==> config.mk <==
export PLATFORM = sky130hd
export DESIGN_NAME = gzip_member_header_parser_flat
export DESIGN_NICKNAME = d
export VERILOG_FILES = /design/src/hw/rtl/gmhp_pkg.sv /design/src/hw/rtl/gmhp_feed_if.sv /design/src/hw/rtl/gmhp_result_if.sv /design/src/hw/rtl/gzip_member_header_parser.sv /design/src/hw/rtl/gmhp_front.sv /design/src/hw/rtl/gmhp_queue.sv /design/src/hw/rtl/gmhp_back.sv /design/src/flat_wrapper.sv
export SDC_FILE = /design/constraint.sdc
export NUM_CORES = 1
export LEC_CHECK = 0
export BUFFER_PORTS_ARGS = -buffer_cell sky130_fd_sc_hd__buf_2
export CAP_MARGIN = 20
export CORE_ASPECT_RATIO = 0.6
export CORE_MARGIN = 2
export CORE_UTILIZATION = 50
export DETAILED_ROUTE_END_ITERATION = 7
export PLACE_DENSITY = 0.69
export SLEW_MARGIN = 30
export SYNTH_ARGS = -nofsm -noshare
export SYNTH_HDL_FRONTEND = slang
export SYNTH_SLANG_ARGS = --single-unit
==> constraint.sdc <==
create_clock -name clk -period 3.02 [get_ports clk]
set_input_delay 0.604 -clock clk [delete_from_list [all_inputs] [get_ports clk]]
set_output_delay 0.604 -clock clk [all_outputs]
set_load 0.01 [all_outputs]
==> src/hw/rtl/gmhp_pkg.sv <==
// Package for the gzip member header parser.
// Holds opcodes, result codes, parser phases, queue sizing and the queue entry type.
// No dependencies.
package gmhp_pkg;

	// Input opcodes
	typedef enum logic [1:0] {
		OP_DATA = 2'd0,
		OP_EOI  = 2'd1,
		OP_NEW  = 2'd2
	} op_t;

	// Result status codes
	typedef enum logic [2:0] {
		ST_HDR    = 3'd0,
		ST_BODY   = 3'd1,
		ST_TRANSP = 3'd2,
		ST_BAD    = 3'd3,
		ST_TRUNC  = 3'd4
	} status_t;

	// Parser phases
	typedef enum logic [3:0] {
		PH_MAGIC1    = 4'd0,
		PH_MAGIC2    = 4'd1,
		PH_METHOD    = 4'd2,
		PH_FLAGS     = 4'd3,
		PH_FIXED     = 4'd4,
		PH_XLEN_LO   = 4'd5,
		PH_XLEN_HI   = 4'd6,
		PH_EXTRA     = 4'd7,
		PH_NAME      = 4'd8,
		PH_COMMENT   = 4'd9,
		PH_HCRC      = 4'd10,
		PH_BODY      = 4'd11,
		PH_TRANSP    = 4'd12,
		PH_ERR_BAD   = 4'd13,
		PH_ERR_TRUNC = 4'd14
	} phase_t;

	// Header constants
	localparam logic [7:0]  MAGIC_ID1   = 8'h1F;
	localparam logic [7:0]  MAGIC_ID2   = 8'h8B;
	localparam logic [7:0]  CM_DEFLATE  = 8'h08;
	localparam logic [7:0]  FLG_RSVD    = 8'hE0;
	localparam logic [15:0] FIXED_LEN   = 16'd6;
	localparam logic [15:0] HCRC_LEN    = 16'd2;

	// Bit positions in the stored flag nibble (flag byte shifted right by one)
	localparam int FB_HCRC    = 0;
	localparam int FB_EXTRA   = 1;
	localparam int FB_NAME    = 2;
	localparam int FB_COMMENT = 3;

	// Optional sections, in header order
	typedef enum logic [2:0] {
		SEC_FIXED   = 3'd0,
		SEC_EXTRA   = 3'd1,
		SEC_NAME    = 3'd2,
		SEC_COMMENT = 3'd3,
		SEC_HCRC    = 3'd4
	} section_t;

	// Queue sizing
	localparam int Q_DEPTH = 4;
	localparam int Q_PTR_W = $clog2(Q_DEPTH);
	localparam int Q_CNT_W = $clog2(Q_DEPTH + 1);

	// One queue entry: one result, or a pair of transparent bytes
	typedef struct packed {
		logic       pair;
		status_t    status;
		logic [7:0] byte0;
		logic       valid0;
		logic       hdone;
		logic [7:0] byte1;
	} entry_t;

	typedef struct packed {
		logic full;
		logic empty;
	} qstat_t;

	typedef struct packed {
		phase_t ph;
		logic   done;
	} adv_t;

	// Next phase after finishing section 'from'; done when the header is complete
	function automatic adv_t advance(input section_t from, input logic [3:0] flags);
		adv_t r;
		r.done = 1'b0;
		if (from < SEC_EXTRA && flags[FB_EXTRA]) begin
			r.ph = PH_XLEN_LO;
		end else if (from < SEC_NAME && flags[FB_NAME]) begin
			r.ph = PH_NAME;
		end else if (from < SEC_COMMENT && flags[FB_COMMENT]) begin
			r.ph = PH_COMMENT;
		end else if (from < SEC_HCRC && flags[FB_HCRC]) begin
			r.ph = PH_HCRC;
		end else begin
			r.ph   = PH_BODY;
			r.done = 1'b1;
		end
		return r;
	endfunction

endpackage

==> src/hw/rtl/gmhp_feed_if.sv <==
// Input channel of the gzip member header parser: valid/ready plus opcode and byte.
// Standalone interface, no dependencies.
interface gmhp_feed_if;
	logic       valid;
	logic       ready;
	logic [1:0] opcode;
	logic [7:0] in_byte;

	modport source (output valid, output opcode, output in_byte, input ready);
	modport sink   (input valid, input opcode, input in_byte, output ready);
endinterface

==> src/hw/rtl/gmhp_result_if.sv <==
// Result channel of the gzip member header parser: valid/ready plus result fields.
// Standalone interface, no dependencies.
interface gmhp_result_if;
	logic       valid;
	logic       ready;
	logic [2:0] status;
	logic [7:0] out_byte;
	logic       byte_valid;
	logic       header_done;
	logic       last;

	modport source (output valid, output status, output out_byte, output byte_valid,
		output header_done, output last, input ready);
	modport sink   (input valid, input status, input out_byte, input byte_valid,
		input header_done, input last, output ready);
endinterface

==> src/hw/rtl/gzip_member_header_parser.sv <==
// gzip member header parser: top level.
// Depends on gmhp_pkg, gmhp_feed_if, gmhp_result_if, gmhp_front, gmhp_queue, gmhp_back.
//
// Usage:
//   feed   - one beat per stream event: opcode 0 carries in_byte, opcode 1 marks end
//            of input, opcode 2 restarts parsing at a new member (concatenated files).
//   result - zero, one or two result beats per feed beat. Header bytes come out as
//            status 0 (header_done on the last one), body bytes as status 1 with the
//            byte, transparent bytes as status 2. Status 3/4 report a bad header or a
//            truncated one; both are sticky until reset. last marks the final result
//            beat of a feed beat.
//   Throughput: one feed beat per cycle while the queue has room. A second magic byte
//            that does not match yields two result beats, which the back end emits
//            one after the other; the 4-entry queue absorbs it.
//   Path: a result passes the queue write, then the output register load, before it
//            appears at the output.
//   Stall: when result.ready is low, the output register holds and the queue fills;
//            feed.ready drops only once the queue is full.
//   Reset: arst_n clears the parser to expect the first magic byte, empties the
//            queue and drops result.valid.
module gzip_member_header_parser (
	input  logic           clk,
	input  logic           arst_n,
	gmhp_feed_if.sink      feed,
	gmhp_result_if.source  result
);

	gmhp_pkg::entry_t  push_entry;
	gmhp_pkg::entry_t  head;
	gmhp_pkg::qstat_t  qstat;
	logic              push;
	logic              pop;

	// Parser: classify each beat and queue its results
	gmhp_front u_front (
		.clk    (clk),
		.arst_n (arst_n),
		.feed   (feed),
		.qstat  (qstat),
		.push   (push),
		.entry  (push_entry)
	);

	// Decouple parser from the output stall
	gmhp_queue u_queue (
		.clk      (clk),
		.arst_n   (arst_n),
		.push     (push),
		.wr_entry (push_entry),
		.pop      (pop),
		.head     (head),
		.stat     (qstat)
	);

	// Emit results, splitting byte pairs into two beats
	gmhp_back u_back (
		.clk    (clk),
		.arst_n (arst_n),
		.head   (head),
		.qstat  (qstat),
		.pop    (pop),
		.result (result)
	);

	// A non-final result beat is always the first of a transparent pair
	a_pair_follows: assert property (@(posedge clk) disable iff (!arst_n)
		result.valid && result.ready && !result.last |=>
		result.valid && result.last && result.status == gmhp_pkg::ST_TRANSP)
		else $error("second beat of a transparent pair missing");

	// Forwarded bytes only on body or transparent status
	a_byte_status: assert property (@(posedge clk) disable iff (!arst_n)
		result.valid && result.byte_valid |->
		result.status == gmhp_pkg::ST_BODY || result.status == gmhp_pkg::ST_TRANSP)
		else $error("byte forwarded with non-data status");

	// Header end is a consumed header byte with no payload
	a_hdr_done: assert property (@(posedge clk) disable iff (!arst_n)
		result.valid && result.header_done |->
		result.status == gmhp_pkg::ST_HDR && !result.byte_valid)
		else $error("header_done on a non-header result");

	// No stray payload without byte_valid
	a_byte_zero: assert property (@(posedge clk) disable iff (!arst_n)
		result.valid && !result.byte_valid |-> result.out_byte == 8'd0)
		else $error("out_byte nonzero without byte_valid");

endmodule

==> src/hw/rtl/gmhp_front.sv <==
// Front end: accepts input beats, runs the header state machine, queues results.
// Depends on gmhp_pkg and gmhp_feed_if.
module gmhp_front (
	input  logic              clk,
	input  logic              arst_n,
	gmhp_feed_if.sink         feed,
	input  gmhp_pkg::qstat_t  qstat,
	output logic              push,
	output gmhp_pkg::entry_t  entry
);

	gmhp_pkg::phase_t  phase_q, phase_d;
	logic [3:0]        flags_q, flags_d;
	logic [15:0]       skip_q, skip_d;
	logic [7:0]        held_q, held_d;
	logic              hdr_done;
	logic              accept;
	logic              err;
	logic [15:0]       skip_dec;
	logic [15:0]       xlen;
	gmhp_pkg::op_t     op;
	logic [7:0]        b;
	gmhp_pkg::adv_t    adv;

	assign feed.ready = !qstat.full;
	assign accept     = feed.valid && feed.ready;
	assign op         = gmhp_pkg::op_t'(feed.opcode);
	assign b          = feed.in_byte;
	assign err        = (phase_q == gmhp_pkg::PH_ERR_BAD) || (phase_q == gmhp_pkg::PH_ERR_TRUNC);
	assign skip_dec   = skip_q - 16'd1;
	assign xlen       = {b, skip_q[7:0]};

	// Next state
	always_comb begin
		phase_d  = phase_q;
		flags_d  = flags_q;
		skip_d   = skip_q;
		held_d   = held_q;
		hdr_done = 1'b0;
		adv      = '{ph: gmhp_pkg::PH_BODY, done: 1'b0};
		if (accept && !err) begin
			case (op)
				gmhp_pkg::OP_NEW: begin
					phase_d = gmhp_pkg::PH_MAGIC1;
					flags_d = '0;
					skip_d  = '0;
					held_d  = '0;
				end
				gmhp_pkg::OP_EOI: begin
					if (phase_q == gmhp_pkg::PH_MAGIC2) begin
						phase_d = gmhp_pkg::PH_TRANSP;
					end else if (!(phase_q inside {gmhp_pkg::PH_MAGIC1, gmhp_pkg::PH_BODY,
							gmhp_pkg::PH_TRANSP})) begin
						phase_d = gmhp_pkg::PH_ERR_TRUNC;
					end
				end
				gmhp_pkg::OP_DATA: begin
					case (phase_q)
						gmhp_pkg::PH_MAGIC1: begin
							if (b == gmhp_pkg::MAGIC_ID1) begin
								held_d  = b;
								phase_d = gmhp_pkg::PH_MAGIC2;
							end else begin
								phase_d = gmhp_pkg::PH_TRANSP;
							end
						end
						gmhp_pkg::PH_MAGIC2: begin
							phase_d = (b == gmhp_pkg::MAGIC_ID2) ? gmhp_pkg::PH_METHOD
								: gmhp_pkg::PH_TRANSP;
						end
						gmhp_pkg::PH_METHOD: begin
							held_d  = b;
							phase_d = gmhp_pkg::PH_FLAGS;
						end
						gmhp_pkg::PH_FLAGS: begin
							if (held_q != gmhp_pkg::CM_DEFLATE || (b & gmhp_pkg::FLG_RSVD) != 8'd0) begin
								phase_d = gmhp_pkg::PH_ERR_BAD;
							end else begin
								flags_d = b[4:1];
								skip_d  = gmhp_pkg::FIXED_LEN;
								phase_d = gmhp_pkg::PH_FIXED;
							end
						end
						gmhp_pkg::PH_FIXED: begin
							skip_d = skip_dec;
							if (skip_dec == 16'd0) begin
								adv = gmhp_pkg::advance(gmhp_pkg::SEC_FIXED, flags_q);
							end
						end
						gmhp_pkg::PH_XLEN_LO: begin
							skip_d  = {8'd0, b};
							phase_d = gmhp_pkg::PH_XLEN_HI;
						end
						gmhp_pkg::PH_XLEN_HI: begin
							skip_d = xlen;
							if (xlen == 16'd0) begin
								adv = gmhp_pkg::advance(gmhp_pkg::SEC_EXTRA, flags_q);
							end else begin
								phase_d = gmhp_pkg::PH_EXTRA;
							end
						end
						gmhp_pkg::PH_EXTRA: begin
							skip_d = skip_dec;
							if (skip_dec == 16'd0) begin
								adv = gmhp_pkg::advance(gmhp_pkg::SEC_EXTRA, flags_q);
							end
						end
						gmhp_pkg::PH_NAME: begin
							if (b == 8'd0) begin
								adv = gmhp_pkg::advance(gmhp_pkg::SEC_NAME, flags_q);
							end
						end
						gmhp_pkg::PH_COMMENT: begin
							if (b == 8'd0) begin
								adv = gmhp_pkg::advance(gmhp_pkg::SEC_COMMENT, flags_q);
							end
						end
						gmhp_pkg::PH_HCRC: begin
							skip_d = skip_dec;
							if (skip_dec == 16'd0) begin
								adv = gmhp_pkg::advance(gmhp_pkg::SEC_HCRC, flags_q);
							end
						end
						default: begin
						end
					endcase
					// Apply a section change found above
					if (adv.done || adv.ph != gmhp_pkg::PH_BODY) begin
						phase_d  = adv.ph;
						hdr_done = adv.done;
						if (adv.ph == gmhp_pkg::PH_HCRC) begin
							skip_d = gmhp_pkg::HCRC_LEN;
						end
					end
				end
				default: begin
				end
			endcase
		end
	end

	// Outputs: build the queue entry for this beat
	always_comb begin
		push  = 1'b0;
		entry = '{pair: 1'b0, status: gmhp_pkg::ST_HDR, byte0: 8'd0, valid0: 1'b0,
			hdone: 1'b0, byte1: 8'd0};
		if (accept) begin
			if (err) begin
				if (op == gmhp_pkg::OP_DATA || op == gmhp_pkg::OP_EOI || op == gmhp_pkg::OP_NEW) begin
					push         = 1'b1;
					entry.status = (phase_q == gmhp_pkg::PH_ERR_TRUNC) ? gmhp_pkg::ST_TRUNC
						: gmhp_pkg::ST_BAD;
				end
			end else begin
				case (op)
					gmhp_pkg::OP_EOI: begin
						if (phase_q == gmhp_pkg::PH_MAGIC2) begin
							push         = 1'b1;
							entry.status = gmhp_pkg::ST_TRANSP;
							entry.byte0  = held_q;
							entry.valid0 = 1'b1;
						end else if (!(phase_q inside {gmhp_pkg::PH_MAGIC1, gmhp_pkg::PH_BODY,
								gmhp_pkg::PH_TRANSP})) begin
							push         = 1'b1;
							entry.status = gmhp_pkg::ST_TRUNC;
						end
					end
					gmhp_pkg::OP_DATA: begin
						push = 1'b1;
						case (phase_q)
							gmhp_pkg::PH_MAGIC1: begin
								if (b != gmhp_pkg::MAGIC_ID1) begin
									entry.status = gmhp_pkg::ST_TRANSP;
									entry.byte0  = b;
									entry.valid0 = 1'b1;
								end
							end
							gmhp_pkg::PH_MAGIC2: begin
								if (b != gmhp_pkg::MAGIC_ID2) begin
									entry.pair   = 1'b1;
									entry.status = gmhp_pkg::ST_TRANSP;
									entry.byte0  = held_q;
									entry.valid0 = 1'b1;
									entry.byte1  = b;
								end
							end
							gmhp_pkg::PH_FLAGS: begin
								if (phase_d == gmhp_pkg::PH_ERR_BAD) begin
									entry.status = gmhp_pkg::ST_BAD;
								end
							end
							gmhp_pkg::PH_BODY: begin
								entry.status = gmhp_pkg::ST_BODY;
								entry.byte0  = b;
								entry.valid0 = 1'b1;
							end
							gmhp_pkg::PH_TRANSP: begin
								entry.status = gmhp_pkg::ST_TRANSP;
								entry.byte0  = b;
								entry.valid0 = 1'b1;
							end
							gmhp_pkg::PH_METHOD, gmhp_pkg::PH_FIXED, gmhp_pkg::PH_XLEN_LO,
							gmhp_pkg::PH_XLEN_HI, gmhp_pkg::PH_EXTRA, gmhp_pkg::PH_NAME,
							gmhp_pkg::PH_COMMENT, gmhp_pkg::PH_HCRC: begin
								entry.hdone = hdr_done;
							end
							default: begin
								entry.status = gmhp_pkg::ST_BAD;
							end
						endcase
					end
					default: begin
					end
				endcase
			end
		end
	end

	always_ff @(posedge clk or negedge arst_n) begin
		if (!arst_n) begin
			phase_q <= gmhp_pkg::PH_MAGIC1;
			flags_q <= '0;
			skip_q  <= '0;
			held_q  <= '0;
		end else begin
			phase_q <= phase_d;
			flags_q <= flags_d;
			skip_q  <= skip_d;
			held_q  <= held_d;
		end
	end

endmodule

==> src/hw/rtl/gmhp_queue.sv <==
// Short result queue between the parser front end and the output back end.
// Depends on gmhp_pkg.
module gmhp_queue (
	input  logic              clk,
	input  logic              arst_n,
	input  logic              push,
	input  gmhp_pkg::entry_t  wr_entry,
	input  logic              pop,
	output gmhp_pkg::entry_t  head,
	output gmhp_pkg::qstat_t  stat
);

	gmhp_pkg::entry_t                 slots_q [gmhp_pkg::Q_DEPTH];
	logic [gmhp_pkg::Q_PTR_W-1:0]     wr_ptr_q;
	logic [gmhp_pkg::Q_PTR_W-1:0]     rd_ptr_q;
	logic [gmhp_pkg::Q_CNT_W-1:0]     count_q;
	logic                             do_push;
	logic                             do_pop;

	assign stat.full  = (count_q == gmhp_pkg::Q_CNT_W'(gmhp_pkg::Q_DEPTH));
	assign stat.empty = (count_q == '0);
	assign do_push    = push && !stat.full;
	assign do_pop     = pop && !stat.empty;
	assign head       = slots_q[rd_ptr_q];

	always_ff @(posedge clk) begin
		if (do_push) begin
			slots_q[wr_ptr_q] <= wr_entry;
		end
	end

	always_ff @(posedge clk or negedge arst_n) begin
		if (!arst_n) begin
			wr_ptr_q <= '0;
			rd_ptr_q <= '0;
			count_q  <= '0;
		end else begin
			if (do_push) begin
				wr_ptr_q <= wr_ptr_q + 1'b1;
			end
			if (do_pop) begin
				rd_ptr_q <= rd_ptr_q + 1'b1;
			end
			case ({do_push, do_pop})
				2'b10:   count_q <= count_q + 1'b1;
				2'b01:   count_q <= count_q - 1'b1;
				default: count_q <= count_q;
			endcase
		end
	end

endmodule

==> src/hw/rtl/gmhp_back.sv <==
// Back end: drains queue entries, splits byte pairs, drives the output register.
// Depends on gmhp_pkg and gmhp_result_if.
module gmhp_back (
	input  logic              clk,
	input  logic              arst_n,
	input  gmhp_pkg::entry_t  head,
	input  gmhp_pkg::qstat_t  qstat,
	output logic              pop,
	gmhp_result_if.source     result
);

	logic                valid_q;
	gmhp_pkg::status_t   status_q;
	logic [7:0]          byte_q;
	logic                bvalid_q;
	logic                hdone_q;
	logic                last_q;
	logic                pend_q;
	logic [7:0]          byte1_q;
	logic                load;

	assign load = !valid_q || result.ready;
	assign pop  = load && !pend_q && !qstat.empty;

	assign result.valid       = valid_q;
	assign result.status      = status_q;
	assign result.out_byte    = byte_q;
	assign result.byte_valid  = bvalid_q;
	assign result.header_done = hdone_q;
	assign result.last        = last_q;

	// Control
	always_ff @(posedge clk or negedge arst_n) begin
		if (!arst_n) begin
			valid_q <= 1'b0;
			pend_q  <= 1'b0;
		end else if (load) begin
			if (pend_q) begin
				valid_q <= 1'b1;
				pend_q  <= 1'b0;
			end else begin
				valid_q <= !qstat.empty;
				pend_q  <= !qstat.empty && head.pair;
			end
		end
	end

	// Payload: second byte of a pair first, else the queue head
	always_ff @(posedge clk) begin
		if (load) begin
			if (pend_q) begin
				status_q <= gmhp_pkg::ST_TRANSP;
				byte_q   <= byte1_q;
				bvalid_q <= 1'b1;
				hdone_q  <= 1'b0;
				last_q   <= 1'b1;
			end else begin
				status_q <= head.status;
				byte_q   <= head.byte0;
				bvalid_q <= head.valid0;
				hdone_q  <= head.hdone;
				last_q   <= !head.pair;
				byte1_q  <= head.byte1;
			end
		end
	end

endmodule

==> src/flat_wrapper.sv <==
// flat-port wrapper written by rule: the top's interface ports become plain ports
module gzip_member_header_parser_flat 
  (clk, arst_n, feed_valid, feed_opcode, feed_in_byte, feed_ready, result_valid, result_status, result_out_byte, result_byte_valid, result_header_done, result_last, result_ready);
  gmhp_feed_if feed_i ();
  gmhp_result_if result_i ();
  input  logic clk;
  input  logic arst_n;
  input wire logic [$bits(feed_i.valid)-1:0] feed_valid;
  input wire logic [$bits(feed_i.opcode)-1:0] feed_opcode;
  input wire logic [$bits(feed_i.in_byte)-1:0] feed_in_byte;
  output wire logic [$bits(feed_i.ready)-1:0] feed_ready;
  output wire logic [$bits(result_i.valid)-1:0] result_valid;
  output wire logic [$bits(result_i.status)-1:0] result_status;
  output wire logic [$bits(result_i.out_byte)-1:0] result_out_byte;
  output wire logic [$bits(result_i.byte_valid)-1:0] result_byte_valid;
  output wire logic [$bits(result_i.header_done)-1:0] result_header_done;
  output wire logic [$bits(result_i.last)-1:0] result_last;
  input wire logic [$bits(result_i.ready)-1:0] result_ready;
  assign feed_i.valid = feed_valid;
  assign feed_i.opcode = feed_opcode;
  assign feed_i.in_byte = feed_in_byte;
  assign feed_ready = feed_i.ready;
  assign result_valid = result_i.valid;
  assign result_status = result_i.status;
  assign result_out_byte = result_i.out_byte;
  assign result_byte_valid = result_i.byte_valid;
  assign result_header_done = result_i.header_done;
  assign result_last = result_i.last;
  assign result_i.ready = result_ready;
  gzip_member_header_parser u_core (.clk(clk), .arst_n(arst_n), .feed(feed_i), .result(result_i));
endmodule
==> results of run 1 <==
[worst paths after layout]
| kind | startpoint | end | slack [ps] | depth (start not counted) |
|---|---|---|---|---|
| max in group asynchronous | arst_n | u_core.u_front.phase_q[3] | 2430 | 1 |
| hold reg to reg | u_core.u_queue.count_q[2] | u_core.u_queue.count_q[2] | 500 | 1 |
| setup reg to reg | u_core.u_front.skip_q[1] | u_core.u_queue.slots_q[2][19] | -80 | 8 |
| setup / recovery | u_core.u_front.skip_q[1] | u_core.u_queue.slots_q[2][19] | -80 | 8 |
| hold / removal | arst_n | u_core.u_front.skip_q[5] | 160 | 1 |
| min in group clk | u_core.u_queue.count_q[2] | u_core.u_queue.count_q[2] | 500 | 1 |
[worst max-delay path: stages, from the launching register on]
cell,delay [ps]
dfrtp_1,410
or4_4,550
or4_4,490
or3_4,360
nand4_4,130
nor2_1,50
or3_4,370
a2111oi_4,310
o22ai_2,140
[synthesized netlist by cell type, drive strengths merged, types with 3 or more instances]
master | n | area (µm²)
a22oi | 16 | 120.1
edfxtp | 110 | 3303
clkbuf | 25 | 93.84
or2 | 12 | 75.07
a21oi | 28 | 140.1
a31oi | 4 | 25.02
o2bb2ai | 15 | 131.4
o211ai | 9 | 67.56
or3 | 6 | 47.54
nand4 | 8 | 65.06
nor4 | 9 | 56.30
mux2 | 9 | 101.4
dfrtp | 41 | 1026
inv | 14 | 52.55
xnor2 | 6 | 52.55
nand3 | 11 | 55.05
and2 | 13 | 81.33
o31ai | 4 | 43.79
nor3 | 15 | 75.07
o21ai | 39 | 202.7
and3 | 6 | 37.54
a22o | 3 | 26.28
o22ai | 4 | 25.02
nand2b | 6 | 37.54
xor2 | 9 | 78.83
nand2 | 53 | 198.9
ha | 7 | 87.58
nor2b | 7 | 43.79
nor2 | 32 | 120.1
buf | 6 | 25.02
mux4 | 22 | 495.5
o21bai | 3 | 33.78
[metal layers]
metal  routed length [µm]  GRT usage  up-vias
li1                     -          -     2444
met5                    0          0        -
met4                  172    0.03604        0
met3                 1616    0.07816       21
met1                 9074     0.3997     2688
met2                 8178     0.3644      245
[what timing repair did]
| action | CTS | global route |
|---|---|---|
| setup endpoints to repair | 22 | 31 |
| setup buffers | 2 | 0 |
| gates resized for setup | 6 | 9 |
| pin swaps | 1 | 2 |
[registers in the layout, indices dropped and copies added (netlist names), 4 cells and up]
signal,cells
u_core.u_queue.slots_q,88
u_core.u_front.skip_q,16
u_core.u_back.byte1_q,8
u_core.u_back.result.out_byte,8
u_core.u_front.held_q,8
u_core.u_front.flags_q,4
u_core.u_front.phase_q,4
[per-stage QoR]
step / TNS, ps / instance area, µm² / power [W] / utilization
after floorplan: -186.5 / 7376 / 0.006218 / -
after global placement: -782.5 / 8269 / 0.007786 / 0.5734
after detailed placement: -1155 / 8269 / 0.007835 / 0.5734
after CTS: -331.0 / 8874 / 0.009932 / 0.6153
after global routing: -1612 / 8924 / 0.01071 / 0.6188
final: -303.7 / 8924 / 0.01006 / 0.6188
[cell usage in the layout, fill, tap and decap left out, types with 9 or more instances in the layout]
| master | instances |
|---|---|
| nand3_1 | 11 |
| nand2_1 | 53 |
| o21ai_0 | 28 |
| o2bb2ai_1 | 15 |
| nor2_1 | 32 |
| xor2_1 | 9 |
| clkbuf_16 | 17 |
| buf_4 | 72 |
| or2_2 | 12 |
| nor3_1 | 13 |
| mux2_2 | 9 |
| a22oi_1 | 16 |
| and2_1 | 13 |
| a21oi_1 | 28 |
| mux4_2 | 22 |
| buf_2 | 28 |
| dfrtp_1 | 39 |
| edfxtp_1 | 110 |
| o211ai_1 | 9 |
| inv_1 | 14 |
[cells by family (layout without fill, tap and decap cells)]
group                    Yosys count  after routing
flip-flops                       151            151
AND/OR/NAND/NOR                  190            190
buffers and inverters             45            152
XOR/XNOR                          15             15
adder cells (fa/ha/maj)            8              8
AO/OA/AOI/OAI                    146            146
multiplexers                      32             32
[power groups by stage]
stage | clock (W) | combinational (W) | sequential [W]
2_1_floorplan | 0 | 0.00313 | 0.00308
3_3_place_gp | 0 | 0.00458 | 0.00320
3_5_place_dp | 0 | 0.00461 | 0.00322
4_1_cts | 0.00203 | 0.00471 | 0.00319
5_1_grt | 0.00214 | 0.00530 | 0.00327
6_report | 0.00201 | 0.00485 | 0.00320
[final cells by class]
| cell class | count | area [µm²] |
|---|---|---|
| Tap cell | 198 | 247.7 |
| Clock inverter | 15 | 132.6 |
| Inverter | 14 | 52.55 |
| Timing Repair Buffer | 106 | 792.0 |
| Fill cell | 1129 | 5498 |
| Clock buffer | 17 | 425.4 |
| Multi-Input combinational cell | 391 | 2942 |
| Sequential cell | 151 | 4332 |
==> reports/metrics.yaml, run 1 <==
violations: "setup timing"
pre_cts_ws_ps: -126.0
p_per_area_nw_per_um2: 1128
route.detailed.drc: 0
final_cells: 892
grt_pass1_vias: 5346
postRouteAntennaNets: 0
synth_cell_type_count: 67
drt_iter0_markers: 561
routed_wl_mm: 19.04
seqPwrFrac: 0.318
overflow: 0
clockBufferDepth: 2
combPwrFrac: 0.482
crit_fanout: 4
dp_cells: 858
yosysSeqAreaShare: 0.5879
avgViaCountPerCell: 6.052
min_path_type: "input pin to async pin"
worst_pin_slew_ps: 931.8
worstSetupPathType: "flop to flop"
area_growth_pct: 21.19
outcome: "finished, violations left"
worst_setup_path_start_kind: "flop"
hpwl_mm: 13.46
syn_avg_cell_area_um2: 12.54
antenna_found_initial: 0
die_y_um: 98
synth-main-ff-cell: "edfxtp_1"
synthAdderAreaFrac: 0.01461
numCtsBuffers: 17
period_needed_ps: 3099
syn_area_um2: 7363
core_um2: 14420
syn_nets: 609
hold_viol: 0
p_clk_frac: 0.200
io_pins: 30
syn_inst: 587
min_period_over_period: 1.026
synth_top_family_by_area: "compound AO/OA/AOI/OAI gates"
synth_xor_area_frac: 0.01784
whs_ps: 158.1
fin_nets: 703
vdd_ir_drop_max_v: 0.0005361
ctsHoldBuffers: 0
relSlewSlack: 0.3788
p_switching_w: 0.003890
cap_violations: 0
die_x_um: 160.7
grt_setup_unrepaired: "yes"
drive_above_1_share: 0.2997
synth.mux.area_fraction: 0.08241
clock_sinks: 151
ys_warn_count: 0
routabilityCongestion: 0.9188
async_flop_share: 0.2715
root_buffer: "clkbuf_16"
port_buffers: 29
ys_ff_latch: 151
required_ps: 3170
finalMaxSlewViolations: 0
power.leakage_nw: 3.311
p_int_w: 0.006173
start_util: 0.5106
synth-edff-count: 110
drt-wirelength-per-cell_um: 21.35
fp-row-count: 34
swShare: 0.3866
end_kind: "flop"
synth-simple-area-share: 0.1356
max_clock_freq_mhz: 322.7
setup-violations-final: 4
cts_tree: "done"
grt_max_degree: 42
antenna_cells: 0
clk_pin_slew_ps: 70
clock_skew_ps: 10.36
dieArea_um2: 15750
grt_util_all_layers: 0.2568
clk_latency_ps: 430
arrival_ps: 3250
synth_compound_area_frac: 0.1383
dr.pass1.iters: 5
cts_max_level: 4
worst_slack_ps: -78.57
grt_pass1_wl_mm: 30.47
vias: 5398
(Power assumes the default switching activity.)
==> run 2: changes to the inputs <==
- ABC_AREA: not set -> 1
- CORE_ASPECT_RATIO: 0.6 -> 0.75
- MAX_ROUTING_LAYER: not set -> met4
==> run 2 against run 1 <==
Against the previous run: setup slack better by 330 ps; wire length up 2.1%; the flow now finishes without violations; combinational power down 3%; design area down 0.32%; first-iteration DRC count down 1.4%; highest routed layer unchanged; largest cell class unchanged; sequential share of layout area up 0.13 points; flip-flop and latch count unchanged; final cell count up 24%.
==> reports/metrics.yaml, run 2 <==
required_ps: 3270  # +100 ps
synth-main-ff-cell: "edfxtp_1"
avgViaCountPerCell: 5.528  # -8.7%
io_pins: 30  # unchanged
die_x_um: 146.0  # -9.1%
hold_viol: 0  # unchanged
start_util: 0.5163  # +0.005734
setup-violations-final: 0  # -4
swShare: 0.4179  # +0.03132
clk_pin_slew_ps: 60  # about the same
dieArea_um2: 16130  # +2.5%
worstSetupStartpoint: "u_core.u_front.skip_q[3]"
vias: 6125  # +13%
dpl-instance-area_um2: 8218  # -0.62%
die_y_um: 110.5  # +13%
syn_inst: 829  # +41%
end_kind: "flop"
route.detailed.drc: 0  # unchanged
ys_warn_count: 0  # unchanged
dr.pass1.iters: 5  # unchanged
core_um2: 14640  # +1.5%
crit_family: "simple AND/OR/NAND/NOR gates"
top_register: "u_core.u_queue.slots_q"
p_int_w: 0.005986  # -3.0%
worstSetupPathType: "flop to flop"
clock_sinks: 151  # unchanged
fin_nets: 917  # +30%
clockBufferDepth: 2  # unchanged
drive_above_1_share: 0.1729  # -0.1268
final_cell_mix: "150 x nor2_1, 116 x nand2_1, 110 x edfxtp_1"
fp-row-count: 38  # +12%
cp.buffers_inverters: 1  # +1
top_usage_layer: "met1"
r2r-start: "u_core.u_front.skip_q[3]"
numCtsBuffers: 17  # unchanged
syn_nets: 851  # +40%
grt_pass1_vias: 5872  # +9.8%
ctsResizeCount: 0  # -6
synth_top_area_cell: "edfxtp_1"
largest_reg_flops: 88  # unchanged
drt-wirelength-per-cell_um: 17.55  # -18%
area_growth_pct: 17.64
period_needed_ps: 2773  # -325.7 ps
max_stage_delay_ps: 460  # -90 ps
rrSetupSlack_ps: 250  # +330 ps
hpwl_mm: 13.47  # about the same
syn_avg_cell_area_um2: 9.121  # -27%
synth-edff-count: 110  # unchanged
combPwrFrac: 0.457  # -0.025
vdd_ir_drop_max_v: 0.0006635  # +24%
reg_top3: "u_core.u_queue.slots_q: 88 flops, u_core.u_front.skip_q: 16 flops"
crit_fanout: 6  # +2
yosysSeqAreaShare: 0.5726  # -0.01537
pre_cts_ws_ps: 90.39  # +216.4 ps
min_path_type: "input pin to async pin"
yosysMostFrequentCell: "nor2_1"
p_switching_w: 0.004298  # +10%
synth_top_area_share: 0.4369  # -0.01173
power.leakage_nw: 3.615  # +9.2%
crit_path_frequent_cell: "nand2_1"
netlist_top_cells_area: "edfxtp_1 44%, dfrtp_1 14%, nor2_1 7.7%, nand2_1 5.8%, inv_1 4.8%"
async_flop_share: 0.2715  # unchanged
worst_pin_slew_ps: 884.3  # -47.53 ps
grtUsageMet1: 0.3737  # -0.02592
final_common_cell: "nor2_1"
port_buffers: 29  # unchanged
ctsHoldBuffers: 0  # unchanged
ys_ff_latch: 151  # unchanged
cts_tree: "done"
netlist_top_cells_count: "156 x nor2_1, 116 x nand2_1, 110 x edfxtp_1"
path_cells: "nor2_1 > nand2_1 > nor2_2 > nand2_1 > nand2_1 > nand2_1 > inv_2 > nand2_1 > nor2_2 > nand3_1 > nand2_1 > nand2_2 > nand4_1 > nand2_1 > nand2_1 > nand2_1 > nor2_1 > nand2_1 > nand2_1 > nand2_1 > a21oi_2"
arrival_ps: 3020  # -230 ps
cap_violations: 0  # unchanged
routabilityCongestion: 1.001  # +8.9%
antenna_found_initial: 0  # unchanged
grtUsageMet2: 0.3610  # -0.003384
seqPwrFrac: 0.314  # -0.004
post-cts-setup-buffers: 0  # -2
overflow: 0  # unchanged
root_buffer: "clkbuf_16"
syn_area_um2: 7561  # +2.7%
antenna_cells: 0  # unchanged
cpMaxStageDelayCell: "dfrtp_1"
postRouteAntennaNets: 0  # unchanged
p_clk_frac: 0.228  # +0.028
max_clock_freq_mhz: 360.6  # +12%
synth_cell_type_count: 40  # -40%
gr-usage-met3: 0.06736  # -0.01081
clk_latency_ps: 430  # about the same
relSlewSlack: 0.4098  # +0.03104
worst_setup_path_start_kind: "flop"
outcome: "finished, final reports clean"
p_per_area_nw_per_um2: 1156  # +2.5%
drt_iter0_markers: 553  # -1.4%
worst_slack_ps: 247.2  # +325.7 ps
clock_skew_ps: 10.45  # +0.08940 ps
finalMaxSlewViolations: 0  # unchanged
grt_max_degree: 47  # +12%
final_core_util: 0.6074  # -0.01138
routed_wl_mm: 19.45  # +2.1%
min_period_over_period: 0.9182  # -0.1079
grt_util_all_layers: 0.2583  # +0.001490
grt_pass1_wl_mm: 31.39  # +3.0%
final_cell_area_um2: 8895  # -0.32%
cts_max_level: 4  # unchanged
fill_cells: 1232  # +9.1%
-- run 2: cell count changes in the layout (fill, tap and decap cells not counted), moves of 15 or more --
cell       change
a22oi_1       -16
buf_4         -34
inv_1         +83
inv_2         +15
mux4_2        -22
nand2_1       +63
nand3_1       +16
nor2_1       +118
nor2_2        +16
o21ai_0       +42
o22ai_1       +40
o2bb2ai_1     -15
-- run 2: cell type report --
cell class,count,area [µm²],share of cell area
Inverter,112,420.4,0.04726
Multi-Input combinational cell,544,2754,0.3096
Clock buffer,21,460.4,0.05177
Timing Repair Buffer,69,485.5,0.05458
Clock inverter,11,195.2,0.02194
Tap cell,200,250.2,0.02813
Sequential cell,151,4329,0.4867
-- run 2: final timing paths --
check | end | depth (start not counted)
min in group clk | u_core.u_front.held_q[2] | 2
max | u_core.u_queue.slots_q[3][19] | 21
max reg2reg | u_core.u_queue.slots_q[3][19] | 21
min reg2reg | u_core.u_front.held_q[2] | 2
min | u_core.u_front.phase_q[0] | 1
max in group asynchronous | u_core.u_front.skip_q[7] | 1
-- run 2: routing by layer --
| layer | wire (µm) | share of wire |
|---|---|---|
| met1 | 9041 | 0.46 |
| met2 | 8464 | 0.44 |
| met3 | 1585 | 0.082 |
| met4 | 354 | 0.018 |
| met5 | 0 | 0 |
-- run 2: cells by family after synthesis --
group	after synthesis	share of synthesized area
buf+inv	134	0.06735
simple gates	351	0.2007
fa+ha+maj	8	0.01423
flops	151	0.5726
compound gates	178	0.1370
xor+xnor	7	0.008109
-- run 2: through the flow --
stage               hold WS, ps  instances  power, W  setup TNS [ps]
floorplan                 308.4        829  0.006498               0
global placement          478.8       1076  0.007806               0
detailed placement        484.7       1076  0.007822               0
CTS                       189.9       1108   0.01020               0
global route              211.1       1108   0.01103          -4.598
finish                    172.3       1108   0.01028               0
-- run 2: power groups by stage --
| stage | Sequential, W | Combinational (W) | Clock [W] |
|---|---|---|---|
| after CTS | 0.00322 | 0.00459 | 0.00238 |
| after detailed placement | 0.00325 | 0.00457 | 0 |
| after global placement | 0.00324 | 0.00456 | 0 |
| after floorplan | 0.00324 | 0.00326 | 0 |
| after global routing | 0.00329 | 0.00525 | 0.00249 |
| final | 0.00323 | 0.00470 | 0.00235 |
